File: config.mk
export PLATFORM = sky130hd
export DESIGN_NAME = traffic_light_phase_sequencer
export DESIGN_NICKNAME = d
export VERILOG_FILES = /design/src/rtl/core/tlps_pkg.sv /design/src/rtl/core/tlps_dur.sv /design/src/rtl/core/traffic_light_phase_sequencer.sv
export SDC_FILE = /design/constraint.sdc
export NUM_CORES = 1
export LEC_CHECK = 0
export BUFFER_PORTS_ARGS = -buffer_cell sky130_fd_sc_hd__clkbuf_2
export CAP_MARGIN = 20
export CELL_PAD_IN_SITES_DETAIL_PLACEMENT = 1
export CELL_PAD_IN_SITES_GLOBAL_PLACEMENT = 2
export CORE_ASPECT_RATIO = 1.25
export CORE_MARGIN = 3
export CORE_UTILIZATION = 34
export DETAILED_ROUTE_END_ITERATION = 12
export HOLD_SLACK_MARGIN = 0.06
export PLACE_DENSITY_LB_ADDON = 0.25
export SETUP_SLACK_MARGIN = 0.5
export SLEW_MARGIN = 40
export SYNTH_ARGS = -nofsm -noshare
export SYNTH_HDL_FRONTEND = slang
export SYNTH_SLANG_ARGS = --single-unit
File: constraint.sdc
create_clock -name clock -period 11.8 [get_ports clock]
set_input_delay 0.59 -clock clock [delete_from_list [all_inputs] [get_ports clock]]
set_output_delay 0.59 -clock clock [all_outputs]
set_load 0.01 [all_outputs]
File: src/rtl/core/tlps_pkg.sv
// Shared types, constants and lookup functions for the traffic light phase sequencer.
`default_nettype none
package tlps_pkg;

   localparam int ElapsedW  = 14;
   localparam int QuarterW  = 12;
   localparam int PhaseW    = 4;
   localparam int BarW      = 8;
   localparam int RateW     = 16;

   localparam logic [ElapsedW-1:0] ElapsedMax = {ElapsedW{1'b1}};
   localparam logic [ElapsedW-1:0] BlinkMs    = ElapsedW'(500);
   localparam logic [PhaseW-1:0]   PhaseYellow  = 4'd4;
   localparam logic [PhaseW-1:0]   PhaseLastRed = 4'd8;
   localparam logic [PhaseW-1:0]   PhaseRestart = 4'd9;
   localparam logic [PhaseW-1:0]   PhaseLastGrn = 4'd3;

   // Register indexes on the configuration port
   localparam logic [1:0] RegManualMode = 2'd0;
   localparam logic [1:0] RegGreen      = 2'd1;
   localparam logic [1:0] RegYellow     = 2'd2;
   localparam logic [1:0] RegRed        = 2'd3;

   // Phase durations derived from the current rate and settings
   typedef struct packed {
      logic [QuarterW-1:0] green_ms;
      logic [QuarterW-1:0] red_ms;
   } dur_type;

   // Clamp a 4-bit setting to 1..9
   function automatic logic [3:0] clamp19(input logic [3:0] v);
      logic [3:0] r;
      if (v == 4'd0) r = 4'd1;
      else if (v > 4'd9) r = 4'd9;
      else r = v;
      return r;
   endfunction

   // 1..9 quarter steps, in ms
   function automatic logic [QuarterW-1:0] quarter_ms(input logic [3:0] v);
      logic [QuarterW-1:0] r;
      case (v)
         4'd1: r = 12'd250;
         4'd2: r = 12'd500;
         4'd3: r = 12'd750;
         4'd4: r = 12'd1000;
         4'd5: r = 12'd1250;
         4'd6: r = 12'd1500;
         4'd7: r = 12'd1750;
         4'd8: r = 12'd2000;
         4'd9: r = 12'd2250;
         default: r = 12'd0;
      endcase
      return r;
   endfunction

   // 1..9 seconds, in ms
   function automatic logic [ElapsedW-1:0] second_ms(input logic [3:0] v);
      logic [ElapsedW-1:0] r;
      case (v)
         4'd1: r = 14'd1000;
         4'd2: r = 14'd2000;
         4'd3: r = 14'd3000;
         4'd4: r = 14'd4000;
         4'd5: r = 14'd5000;
         4'd6: r = 14'd6000;
         4'd7: r = 14'd7000;
         4'd8: r = 14'd8000;
         4'd9: r = 14'd9000;
         default: r = 14'd0;
      endcase
      return r;
   endfunction

   // Lamp pattern of a phase: bit 8 is yellow, bits 7:0 the bar
   function automatic logic [8:0] lamp_pattern(input logic [PhaseW-1:0] ph);
      logic [8:0] r;
      case (ph)
         4'd0: r = 9'b000001111;
         4'd1: r = 9'b000000111;
         4'd2: r = 9'b000000011;
         4'd3: r = 9'b000000001;
         4'd4: r = 9'b100000000;
         4'd5: r = 9'b011110000;
         4'd6: r = 9'b001110000;
         4'd7: r = 9'b000110000;
         4'd8: r = 9'b000010000;
         default: r = 9'b000000000;
      endcase
      return r;
   endfunction

endpackage
`default_nettype wire

File: src/rtl/core/tlps_dur.sv
// Green and red phase durations from car rate or manual settings.
`default_nettype none
module tlps_dur (
   input  wire logic                       manual_mode,
   input  wire logic [3:0]                 green_setting,
   input  wire logic [3:0]                 red_setting,
   input  wire logic [tlps_pkg::RateW-1:0] cars_per_minute,
   output tlps_pkg::dur_type               dur
);
   import tlps_pkg::*;

   logic       rate_hi;
   logic [2:0] q;
   logic [3:0] green;
   logic [3:0] red;

   // rate/60 matters only below 8; count the thresholds passed
   always_comb begin
      rate_hi = (cars_per_minute >= RateW'(480));
      q = 3'd0;
      for (int k = 1; k < 8; k++) begin
         if (cars_per_minute >= RateW'(60 * k)) q = 3'(k);
      end
   end

   always_comb begin
      if (manual_mode) begin
         green = clamp19(green_setting);
         red   = clamp19(red_setting);
      end else if (rate_hi) begin
         green = 4'd1;
         red   = 4'd9;
      end else begin
         green = 4'd9 - {1'b0, q};
         red   = {1'b0, q} + 4'd1;
      end
      dur.green_ms = quarter_ms(green);
      dur.red_ms   = quarter_ms(red);
   end

endmodule
`default_nettype wire

File: src/rtl/core/traffic_light_phase_sequencer.sv
// Top level of the traffic light phase sequencer: tick pipeline, phase state and CSRs.
//
//   channel  direction  ports                      payload
//   req      in         req_tvalid/tready/tdata    one millisecond tick
//   rsp      out        rsp_tvalid/tready/tdata    lamp pattern for that tick
//   csr      in         csr_valid/ready/index/wdata register write
//
// Two register stages per tick: the input stage captures the tick together with the
// green and red durations derived from its car rate or the manual settings; the state
// stage updates phase and elapsed time and loads the result register. One tick per
// clock sustained while the result is not stalled. Reset (synchronous) clears both
// stages, the phase state and the CSRs to their defaults. A stalled result holds its
// register; the input stage still takes a transaction while it is empty.
`default_nettype none
module traffic_light_phase_sequencer (
   input  wire logic        clock,
   input  wire logic        reset,
   input  wire logic        req_tvalid,
   output      logic        req_tready,
   input  wire logic [23:0] req_tdata,   // [0] emergency_active, [16:1] cars_per_minute
   output      logic        rsp_tvalid,
   input  wire logic        rsp_tready,
   output      logic [15:0] rsp_tdata,   // [7:0] bar_lamps, [8] yellow_lamp,
                                         // [9] alert_lamp, [13:10] phase_now
   input  wire logic        csr_valid,
   output      logic        csr_ready,
   input  wire logic [1:0]  csr_index,
   input  wire logic [3:0]  csr_wdata
);
   import tlps_pkg::*;

   // Configuration registers
   logic       manual_ff;
   logic [3:0] green_set_ff;
   logic [3:0] yellow_set_ff;
   logic [3:0] red_set_ff;

   // Input stage
   logic          s1_vld_ff;
   logic          s1_emerg_ff;
   dur_type       s1_dur_ff;
   dur_type       dur_in;

   // Phase state
   logic [PhaseW-1:0]   phase_ff,   phase_in;
   logic [ElapsedW-1:0] elapsed_ff, elapsed_in;
   logic                blink_ff,   blink_in;
   logic                yel_ff,     yel_in;
   logic                alert_ff,   alert_in;

   // Result register
   logic        rsp_vld_ff;
   logic [15:0] rsp_data_ff, rsp_data_in;

   logic                advance;
   logic                step;
   logic [8:0]          pattern;
   logic [ElapsedW-1:0] el_inc;
   logic [ElapsedW-1:0] dur_ms;

   // Always accept configuration; the user must write only while idle, not enforced here
   assign csr_ready = 1'b1;

   always_ff @(posedge clock) begin
      if (reset) begin
         manual_ff     <= 1'b0;
         green_set_ff  <= 4'd1;
         yellow_set_ff <= 4'd1;
         red_set_ff    <= 4'd1;
      end else if (csr_valid) begin
         case (csr_index)
            RegManualMode: manual_ff     <= csr_wdata[0];
            RegGreen:      green_set_ff  <= csr_wdata;
            RegYellow:     yellow_set_ff <= csr_wdata;
            RegRed:        red_set_ff    <= csr_wdata;
            default:       manual_ff     <= manual_ff;
         endcase
      end
   end

   // Advance the pipeline whenever the result register is free or being drained
   assign advance    = !rsp_vld_ff || rsp_tready;
   assign req_tready = !s1_vld_ff || advance;
   assign step       = s1_vld_ff && advance;
   assign rsp_tvalid = rsp_vld_ff;
   assign rsp_tdata  = rsp_data_ff;

   tlps_dur u_dur (
      .manual_mode     (manual_ff),
      .green_setting   (green_set_ff),
      .red_setting     (red_set_ff),
      .cars_per_minute (req_tdata[16:1]),
      .dur             (dur_in)
   );

   always_ff @(posedge clock) begin
      if (reset) begin
         s1_vld_ff <= 1'b0;
      end else if (req_tready) begin
         s1_vld_ff <= req_tvalid;
      end
   end

   always_ff @(posedge clock) begin
      if (req_tready && req_tvalid) begin
         s1_emerg_ff <= req_tdata[0];
         s1_dur_ff   <= dur_in;
      end
   end

   // Phase update for the tick held in the input stage
   always_comb begin
      pattern = lamp_pattern(phase_ff);
      el_inc  = (elapsed_ff == ElapsedMax) ? elapsed_ff : elapsed_ff + 1'b1;

      if (phase_ff <= PhaseLastGrn)       dur_ms = ElapsedW'(s1_dur_ff.green_ms);
      else if (phase_ff == PhaseYellow)   dur_ms = second_ms(clamp19(yellow_set_ff));
      else if (phase_ff <= PhaseLastRed)  dur_ms = ElapsedW'(s1_dur_ff.red_ms);
      else                                dur_ms = '0;

      phase_in   = phase_ff;
      elapsed_in = el_inc;
      blink_in   = blink_ff;
      yel_in     = yel_ff;
      alert_in   = alert_ff;

      if (!s1_emerg_ff) begin
         alert_in = 1'b0;
         yel_in   = pattern[8];
         if (phase_ff >= PhaseRestart) begin
            phase_in   = '0;
            elapsed_in = '0;
         end else if (el_inc >= dur_ms) begin
            phase_in   = phase_ff + 1'b1;
            elapsed_in = el_inc - dur_ms;
         end
      end else if (el_inc >= BlinkMs) begin
         // Alternate blink lamps; the yellow blink forces the yellow phase
         if (blink_ff) begin
            yel_in   = 1'b1;
            alert_in = 1'b0;
            phase_in = PhaseYellow;
         end else begin
            yel_in   = 1'b0;
            alert_in = 1'b1;
         end
         blink_in   = !blink_ff;
         elapsed_in = '0;
      end

      rsp_data_in = {2'b00, phase_ff, alert_in, yel_in, pattern[BarW-1:0]};
   end

   always_ff @(posedge clock) begin
      if (reset) begin
         phase_ff   <= '0;
         elapsed_ff <= '0;
         blink_ff   <= 1'b0;
         yel_ff     <= 1'b0;
         alert_ff   <= 1'b0;
      end else if (step) begin
         phase_ff   <= phase_in;
         elapsed_ff <= elapsed_in;
         blink_ff   <= blink_in;
         yel_ff     <= yel_in;
         alert_ff   <= alert_in;
      end
   end

   always_ff @(posedge clock) begin
      if (reset) begin
         rsp_vld_ff <= 1'b0;
      end else if (advance) begin
         rsp_vld_ff <= s1_vld_ff;
      end
   end

   always_ff @(posedge clock) begin
      if (step) begin
         rsp_data_ff <= rsp_data_in;
      end
   end

`ifndef SYNTHESIS
   // Phase never leaves the restart range
   a_phase_range: assert property (@(posedge clock) disable iff (reset)
      phase_ff <= PhaseRestart)
      else $error("phase register out of range");

   // Blink lamps never light together
   a_lamps_exclusive: assert property (@(posedge clock) disable iff (reset)
      !(yel_ff && alert_ff))
      else $error("yellow and alert lamps both latched");

   // A processed tick always lands in the result register
   a_step_result: assert property (@(posedge clock) disable iff (reset)
      step |=> rsp_vld_ff)
      else $error("tick lost between stages");

   // Normal-mode ticks never report the alert lamp
   a_alert_normal: assert property (@(posedge clock) disable iff (reset)
      (step && !s1_emerg_ff) |=> !rsp_data_ff[9])
      else $error("alert lamp set outside emergency mode");
`endif

endmodule
`default_nettype wire
==> summary.txt, run 1 <==
Place
  • Routability cong.: 0.808
  • DP HPWL: 12000 um
  • I/O Buffers: 41

Synthesis
  • Synth Instances: 634
  • Top cell type's share of synthesized area: 19.1%
  • Mean post-synth cell area: 8.70 um^2
  • Async set or reset register ratio after synthesis: 0%
  • Post-synthesis mux area share: 4.79%
  • Synth Flop Type: dfxtp_1
  • Seq cells post-synth: 80
  • Ranking of synthesized cells by area: edfxtp_1, dfxtp_1, ha_1
  • Yosys top cell by area: edfxtp_1
  • Seq/Total Area, Yosys: 35.4%
  • Post-synth cell types: 80
  • EDFF count, synth: 35
  • Yosys warning total: 0
  • Largest family of logic cells by synthesized area: compound AO/OA/AOI/OAI gates
  • Most frequent cells after synthesis: a21oi_1, nor2_1, nand2_1
  • Simple-Gate Fraction of Synth Area: 21.2%
  • Netlist Area Pre-Place: 5510 um^2
  • Post-Synth Adder-Cell Area: 8.94%
  • Compound-cell area share of the yosys netlist: 22.0%
  • XOR/XNOR share of the synthesized area: 3.02%

Worst hold path
  • Worst min path class: register to register

CTS
  • CTS Sinks: 80
  • Setup Buffers After CTS: 0
  • Worst skew pair latency: 0.34 ns
  • Hold buffers post-CTS: 0
  • H-tree depth: 3
  • Clock Path Buffers: 2
  • CTS Root Buffer Type: clkbuf_16
  • CTS Buf Count: 9
  • PostCTS Resize Cnt: 0
  • CTS tree: done
  • Reg clk slew, reported paths: 0.07 ns

Floorplanning
  • Core ar.: 15800 um^2
  • Die area: 17800 um^2
  • Row Count: 51
  • Die X: 120 um
  • Num ports: 54
  • Initial Util: 35.0%
  • Die Ht: 148 um

STA
  • Worst slew pin tran: 0.812 ns
  • Final slew viol count: 0
  • Final setup viols: 0
  • Slew HR: 45.8%
  • Fmax: 182 MHz
  • Final hold vios: 0
  • Final Critical Period: 5.49 ns
  • Sum Neg Setup Slack: 0 ns
  • Final Skew: 0.00797 ns
  • Final Cycle Share: 46.5%
  • RSZ-0062 raised after global routing: false

Setup path
  • Max FO, Critical Path: 17
  • Worst EP required: 12.07 ns
  • Reg2reg end: pattern[4]
  • Crit path DAT: 5.76 ns
  • CP max stage cell: ha_1
  • Reg2reg start: phase_ff[0]
  • CP Capture Point: pattern[4]
  • Worst r2r path cells: 20
  • Critical Path End Type: register
  • Worst R2R Setup Slack: 6.31 ns
  • Critical Path Source: phase_ff[0]
  • CP cell instances: inv_1, ha_1, inv_1, a2111oi_0, o21ai_0, a21oi_1, a21oi_1, ha_1, a211oi_1, nor3b_1, o211ai_1, nand2_1, o21ai_1, a21oi_1, buf_4, a22oi_1, ha_1, nor2b_1, a22o_2, o2bb2ai_2
  • Max stage delay on crit path: 0.61 ns
  • Startpoint Class: register
  • Crit path kind: register to register

Routing
  • Starting DRT DRC Count: 167
  • Drt total wl: 15200 um
  • Final ANT Viol Nets: 0
  • Drt via density: 5.37
  • Drt wl/cell: 17.4 um
  • Vias: 4705
  • Drt drc: 0
  • TritonRoute pass-1 iters: 4

Pwr
  • Cell Pwr Density: 111 nW/um^2
  • Leak Pwr: 2.55 nW
  • Maximum vdd ir drop: 0.0000774 V

Global route
  • First-pass GRT wire length: 25200 um
  • Vias in the first global route: 5008
  • GRT Total Usage: 17.4%
  • Total congestion overflow: 0
  • Antenna violations before repair: 0
  • Largest net degree at the start of global routing: 32

Run status
  • Status: complete, no violations

Cells and area
  • Fillers: 1905
  • Ant. Diodes: 0
  • Post-layout util: 39.4%
  • Nets: 732
  • Area growth from synthesis to layout: 12.7%
  • Share of cells above drive strength 1: 15.1%

Run
  • Max-Cap Viols: 0
==> stage by stage <==
step           hold slack, ns  cells  instance area [um^2]  power (W)  worst slack [ns]
2_1_floorplan           0.386    635                  5520   0.000361              7.18
6_report                0.407    876                  6210   0.000691              6.31
3_5_place_dp            0.393    859                  5870   0.000385              6.28
5_1_grt                 0.419    876                  6210   0.000723              5.78
4_1_cts                 0.410    875                  6200   0.000700              6.24
3_3_place_gp            0.389    858                  5860   0.000382              6.54
==> flip-flops by register name, indices dropped and copies added, names as in the netlist <==
name / count
alert_ff: 1
blink_ff: 1
elapsed_ff: 14
green_set_ff: 4
manual_ff: 1
pattern: 9
phase_ff: 4
red_set_ff: 4
rsp_tdata: 14
rsp_tvalid: 1
s1_dur_ff: 20
s1_emerg_ff: 1
s1_vld_ff: 1
yel_ff: 1
yellow_set_ff: 4
==> how the worst min path moves through the flow <==
stage               start      endpoint  slack [ns]  depth (start not counted)
6_report       pattern[0]  rsp_tdata[0]        0.41                          0
5_1_grt        pattern[7]  rsp_tdata[7]        0.42                          0
4_1_cts        pattern[2]  rsp_tdata[2]        0.41                          0
3_5_place_dp   pattern[2]  rsp_tdata[2]        0.39                          0
3_3_place_gp   pattern[6]  rsp_tdata[6]        0.39                          0
2_1_floorplan  pattern[0]  rsp_tdata[0]        0.39                          0
==> placed cells by master, fill, tap and decap left out, drive strengths merged, types with 5 or more instances in the layout <==
| cell type | instances |
|---|---|
| inv | 33 |
| nor3b | 5 |
| a211oi | 9 |
| clkbuf | 50 |
| nand3 | 21 |
| o21ai | 35 |
| or3 | 6 |
| mux2i | 23 |
| nand2 | 55 |
| xor2 | 5 |
| a22oi | 6 |
| o21a | 5 |
| nor2b | 13 |
| a31o | 6 |
| a21oi | 58 |
| xnor2 | 14 |
| a31oi | 13 |
| and3 | 7 |
| nand2b | 12 |
| o211ai | 5 |
| nor3 | 15 |
| nor2 | 57 |
| ha | 37 |
| nand4 | 7 |
| edfxtp | 35 |
| and2 | 10 |
| dfxtp | 45 |
==> logic make-up after synthesis <==
family / Yosys count
and+or+nand+nor: 224
AOI/OAI and AO/OA: 182
DFF: 80
buffers and inverters: 62
adders and majority gates: 39
muxes: 26
xor gates and xnor gates: 19
other: 2
==> critical path, delay by kind of cell (launching register included) <==
family	cells	cell delay [ns]
AOI/OAI and AO/OA	11	2.68
adders and majority gates	3	1.34
buffers and inverters	3	0.57
DFF	1	0.39
and+or+nand+nor	3	0.42
==> where the power goes <==
| part | internal, W | switching [W] |
|---|---|---|
| registers | 0.000298 | 0.00000917 |
| clock network | 0.000190 | 0.000123 |
| logic | 0.0000284 | 0.0000440 |
==> routing by layer <==
metal	routed length (um)	GRT usage (%)	share of wire, %
met2	8320	34.0	55
met1	6180	19.2	41
met4	345	5.50	2.3
met5	0	0	0
met3	364	2.36	2.4
==> cell type report <==
| class | instances | area (um^2) | area share [%] |
|---|---|---|---|
| multi-input combinational | 493 | 3320 | 53.4 |
| sequential | 80 | 1950 | 31.4 |
| tap | 212 | 265 | 4.27 |
| clock buffer | 9 | 225 | 3.62 |
| timing repair buffer | 44 | 223 | 3.58 |
| inverter | 31 | 118 | 1.89 |
| clock inverter | 7 | 109 | 1.75 |
No activity file was read; power rests on OpenSTA's default activity.
==> run 2: changes to the inputs <==
CORE_UTILIZATION = 33   (was 34)
clock period = 4.6 ns   (was 11.8 ns; I/O delays follow)
==> run 2 against run 1 <==
Sequential power rose to 2.5 times the previous value. Flip-flop and latch count unchanged. Die area up 2.9%. First-iteration DRC count up 8.4%. Fmax up 32%. Clock power rose to 2.6 times the previous value. Utilization up 2.5 points. Clock skew up 0.0035 ns.
==> summary.txt, run 2 (same netlist as run 1, synthesis figures left out) <==
Global route
  • GRT Total Usage: 17.6%
  • Total congestion overflow: 0
  • Largest net degree at the start of global routing: 32
  • Vias in the first global route: 5038
  • Antenna violations before repair: 0
  • First-pass GRT wire length: 25700 um

Floorplanning
  • Die Ht: 151 um
  • Initial Util: 33.9%
  • Die X: 122 um
  • Core ar.: 16300 um^2
  • Num ports: 54
  • Row Count: 52
  • Die area: 18300 um^2

Worst hold path
  • Worst Hold Path Cells: 3
  • Worst min path class: input port to register
  • Hold path start: req_tvalid
  • Worst Hold Endpoint: s1_vld_ff

Routing
  • Vias: 4874
  • Met3 wire len: 266 um
  • M1 wire length: 6600 um
  • Drt via density: 5.26
  • Drt drc: 0
  • TritonRoute pass-1 iters: 4
  • Final ANT Viol Nets: 0
  • Drt total wl: 16100 um
  • Max Used Layer: met4
  • WL met2: 8880 um
  • Drt wl/cell: 17.3 um
  • Starting DRT DRC Count: 181

Pwr
  • Clock power frac: 44.4%
  • Cell Pwr Density: 266 nW/um^2
  • Leak Pwr: 2.81 nW
  • Flop pwr share: 43.1%
  • Combinational Power Share: 12.5%
  • Psw: 0.000471 W
  • P_int: 0.00135 W
  • Maximum vdd ir drop: 0.000168 V
  • Switching share of power: 25.9%

STA
  • Sum Neg Setup Slack: 0 ns
  • Final setup viols: 0
  • Worst Hold Slack: 0.116 ns
  • Worst slew pin tran: 0.817 ns
  • Final hold vios: 0
  • PnR worst setup slack: 0.439 ns
  • Final slew viol count: 0
  • Fmax: 240 MHz
  • Final Cycle Share: 90.5%
  • Slew HR: 45.5%
  • Final Critical Period: 4.16 ns
  • RSZ-0062 raised after global routing: true
  • Final Skew: 0.0115 ns

Place
  • I/O Buffers: 41
  • DP HPWL: 12600 um
  • Routability cong.: 0.847
  • Dpl ws: 0.138 ns

Cells and area
  • Ant. Diodes: 0
  • Share of cells above drive strength 1: 25.5%
  • Largest Register: s1_dur_ff
  • Commonest cells after routing, fill and taps aside: nand2_1, nor2_1, a21oi_1
  • Largest register FFs: 20
  • Area growth from synthesis to layout: 23.8%
  • Nets: 779

Run status
  • Status: complete, no violations

Setup path
  • Reg2reg start: yellow_set_ff[1]
  • Critical Path End Type: register
  • Crit path DAT: 4.40 ns
  • Crit path kind: register to register
  • Worst R2R Setup Slack: 0.44 ns
  • Worst r2r path cells: 25
  • Max FO, Critical Path: 4
  • Startpoint Class: register
  • Worst EP required: 4.84 ns
  • Reg2reg end: pattern[4]

CTS
  • CTS Root Buffer Type: clkbuf_16
  • CTS Sinks: 80
  • Clock Path Buffers: 2
  • Reg clk slew, reported paths: 0.07 ns
  • CTS tree: done
  • Worst skew pair latency: 0.35 ns
  • H-tree depth: 3
  • CTS Buf Count: 9

Run
  • Max-Cap Viols: 0
run 2: changes by cell type in the layout (fill, tap and decap cells not counted), moves of 3 or more:
| cell | before | now |
|---|---|---|
| ha_1 | 37 | 29 |
| nor3_1 | 14 | 11 |
| a21oi_1 | 56 | 48 |
| dfxtp_2 | 1 | 4 |
| nor2_1 | 57 | 54 |
| a21oi_2 | 2 | 8 |
| o21ai_0 | 34 | 30 |
| ha_4 | 0 | 5 |
| buf_4 | 1 | 44 |
| ha_2 | 0 | 3 |
| dfxtp_1 | 44 | 41 |
| o21ai_1 | 1 | 4 |
run 2: worst max-delay path by stage:
stage,endpoint,from
2_1_floorplan,pattern[4],yellow_set_ff[2]
3_3_place_gp,pattern[1],yellow_set_ff[1]
3_5_place_dp,pattern[4],yellow_set_ff[1]
4_1_cts,pattern[1],yellow_set_ff[2]
5_1_grt,pattern[4],yellow_set_ff[1]
6_report,pattern[4],yellow_set_ff[1]
run 2: power groups by stage:
stage / Clock (W) / Sequential [W] / Combinational, W
floorplan: 0 / 0.000793 / 0.000136
global placement: 0 / 0.000796 / 0.000199
detailed placement: 0 / 0.000798 / 0.000206
CTS: 0.000827 / 0.000782 / 0.000221
global route: 0.000850 / 0.000785 / 0.000252
finish: 0.000807 / 0.000782 / 0.000227
run 2: repair_timing:
item                       4_1_cts  5_1_grt
setup endpoints to repair       21       18
gates resized for setup         36       15
setup buffers                    9        2
hold buffers                     1        0
pin swaps                       18       10
hold endpoints to repair         1        0
run 2: cell type report:
type                       instances  area [um^2]
sequential                        80         1960
clock inverter                     7          106
clock buffer                       9          225
tap                              216          270
fill                            1935         9440
timing repair buffer              91          583
multi-input combinational        493         3570
inverter                          31          116
run 2: per-stage QoR:
step | cells | power (W) | cell area, um^2 | utilization (%)
global route | 927 | 0.00189 | 6820 | 42.0
detailed placement | 898 | 0.00100 | 6170 | 37.9
CTS | 924 | 0.00183 | 6710 | 41.3
finish | 927 | 0.00182 | 6820 | 42.0
floorplan | 635 | 0.000929 | 5560 | -
global placement | 896 | 0.000996 | 6150 | 37.8
run 2: worst max-delay path, cell delays in order (launching register included):
cell       delay (ns)
dfxtp_2          0.34
nor2_4           0.11
xnor2_1          0.13
nand2b_1         0.11
buf_6            0.14
ha_4             0.22
mux2_4           0.27
o211ai_1         0.18
a311oi_1         0.13
a21oi_2          0.25
ha_4             0.26
a21oi_4          0.15
buf_4            0.13
nand2_1          0.05
o211ai_1         0.09
buf_4            0.15
nand4_1          0.07
o21ai_1          0.14
buf_4            0.14
a211o_4          0.12
a22o_4           0.12
nand2_2          0.07
ha_4             0.21
buf_4            0.13
a22o_2           0.23
o2bb2ai_2        0.11
run 2: metal layers:
layer,GRT usage (%),vias to the layer above
met5,0,-
met4,4.93,0
met3,2.18,16
met2,34.1,53
met1,19.9,2354
li1,-,2451
==> run 3: changes to the inputs <==
GPL_TIMING_DRIVEN = 0   (was default)
REMOVE_ABC_BUFFERS = 1   (was default)
==> run 3 against run 2 <==
Non-clock buffer count down 8. Worst setup slack got worse by 0.16 ns. First-iteration DRC count shrank 3.3%. Register-to-register slack got worse by 0.16 ns. Clock skew fell by 0.0033 ns. Count of clock-buffer cells in the layout unchanged. Flip-flop and latch count unchanged. Total power is 0.42% lower. Final area increased by 0.20%. Via count rose by 1.3%. Clock power barely moved. Global-route usage about the same. Largest cell class unchanged. Largest power group unchanged.
==> summary.txt, run 3 (same netlist as run 1, synthesis figures left out) <==
Cells and area
  • Nets: 771
  • Post-layout util: 42.0%
  • Commonest cells after routing, fill and taps aside: nor2_1, nand2_1, a21oi_1
  • Ant. Diodes: 0
  • Largest Register: s1_dur_ff
  • Area growth from synthesis to layout: 24.0%
  • Largest register FFs: 20
  • Commonest non-fill, non-tap cell in the layout: nor2_1
  • Share of cells above drive strength 1: 26.0%

Floorplanning
  • Die Ht: 151 um
  • Core ar.: 16300 um^2
  • Row Count: 52
  • Num ports: 54
  • Die X: 122 um
  • Die area: 18300 um^2
  • Initial Util: 33.9%

Routing
  • TritonRoute pass-1 iters: 4
  • Drt total wl: 16400 um
  • Drt drc: 0
  • Starting DRT DRC Count: 175
  • Drt wl/cell: 17.9 um
  • Vias: 4937
  • Final ANT Viol Nets: 0
  • Drt via density: 5.37

Setup path
  • Worst r2r path cells: 23
  • Critical Path End Type: register
  • Worst R2R Setup Slack: 0.28 ns
  • Crit path DAT: 4.56 ns
  • Crit path kind: register to register
  • Worst EP required: 4.84 ns
  • Critical Path Source: yellow_set_ff[1]
  • Reg2reg end: pattern[4]
  • Reg2reg start: yellow_set_ff[1]
  • Startpoint Class: register
  • Max FO, Critical Path: 4

CTS
  • CTS Buf Count: 9
  • Worst skew pair latency: 0.35 ns
  • CTS Root Buffer Type: clkbuf_16
  • Clock Path Buffers: 2
  • H-tree depth: 3
  • CTS tree: done
  • CTS Sinks: 80
  • Reg clk slew, reported paths: 0.07 ns
  • Hold buffers post-CTS: 0

Worst hold path
  • Hold path start: req_tdata[0]
  • Worst min path class: input port to register
  • Worst Hold Endpoint: s1_emerg_ff
  • Worst Hold Path Cells: 1

Global route
  • Total congestion overflow: 0
  • M1 GR Usage: 19.1%
  • GRT Total Usage: 17.5%
  • Vias in the first global route: 5012
  • M2 GR Usage: 33.9%
  • Largest net degree at the start of global routing: 32
  • Routing usage on met3: 2.14%
  • First-pass GRT wire length: 25500 um
  • Antenna violations before repair: 0
  • Top Usage Layer GRT: met2

Place
  • Routability cong.: 0.821
  • I/O Buffers: 41
  • Dpl ws: -1.07 ns
  • DP HPWL: 12000 um

STA
  • Final Skew: 0.00824 ns
  • Worst slew pin tran: 0.814 ns
  • Final setup viols: 0
  • Final hold vios: 0
  • Slew HR: 45.7%
  • PnR worst setup slack: 0.276 ns
  • Fmax: 231 MHz
  • Final Cycle Share: 94.0%
  • RSZ-0062 raised after global routing: true
  • Final slew viol count: 0
  • Final Critical Period: 4.32 ns

Pwr
  • Leak Pwr: 2.82 nW
  • Cell Pwr Density: 265 nW/um^2
  • Maximum vdd ir drop: 0.000153 V

Run
  • Max-Cap Viols: 0

Run status
  • Status: complete, no violations
-- run 3: worst max path at each step --
| stage | endpoint | slack [ns] | depth (start not counted) |
|---|---|---|---|
| 2_1_floorplan | pattern[4] | 0.18 | 23 |
| 3_3_place_gp | pattern[4] | -1.33 | 20 |
| 3_5_place_dp | pattern[4] | -1.07 | 20 |
| 4_1_cts | pattern[4] | 0.21 | 21 |
| 5_1_grt | pattern[4] | 0.06 | 21 |
| 6_report | pattern[4] | 0.28 | 23 |
-- run 3: layout make-up --
cell class	instances	area, um^2
Inverter	31	118
Tap cell	216	270
Fill cell	1902	9430
Timing Repair Buffer	83	562
Clock buffer	9	225
Multi-Input combinational cell	493	3590
Sequential cell	80	1970
Clock inverter	7	109
-- run 3: repair_timing --
action                     CTS  global route
setup buffers               22            18
setup endpoints to repair   26            25
pin swaps                   31            35
resized for setup           45            29
-- run 3: metrics by stage --
step                instance area (um^2)  instances  TNS [ns]  hold WS (ns)  power [W]
finish                              6840        919         0        0.0810    0.00181
floorplan                           5380        604         0         0.299   0.000917
global route                        6840        919         0        0.0726    0.00187
CTS                                 6550        900         0        0.0737    0.00181
global placement                    5860        861    -11.53         0.388   0.000981
detailed placement                  5870        862    -10.23         0.390   0.000989
-- run 3: routing by layer --
layer	share of wire [%]	vias to the layer above	routed length, um
met5	0	-	0
met1	40	2416	6570
li1	-	2436	-
met3	1.5	32	241
met2	55	53	9080
met4	3.4	0	551
-- run 3: worst max-delay path, stage by stage, from the launching register on --
cell,delay [ns]
dfxtp_4,0.36
nor2_4,0.12
xnor2_1,0.12
nand2b_1,0.16
buf_4,0.19
ha_4,0.15
mux2_4,0.26
o211ai_1,0.20
a311oi_1,0.12
a21oi_1,0.23
ha_1,0.31
a21oi_2,0.16
nand2_1,0.07
o211ai_1,0.29
nand2_1,0.19
o21ai_4,0.23
a21oi_4,0.11
buf_6,0.14
a22oi_2,0.26
ha_4,0.20
buf_4,0.10
buf_6,0.08
buf_6,0.09
o2bb2ai_2,0.05
-- run 3: power by group --
group          switching [W]  internal, W  total (W)
registers          0.0000235     0.000762   0.000786
clock network       0.000319     0.000486   0.000805
logic               0.000126    0.0000927   0.000219
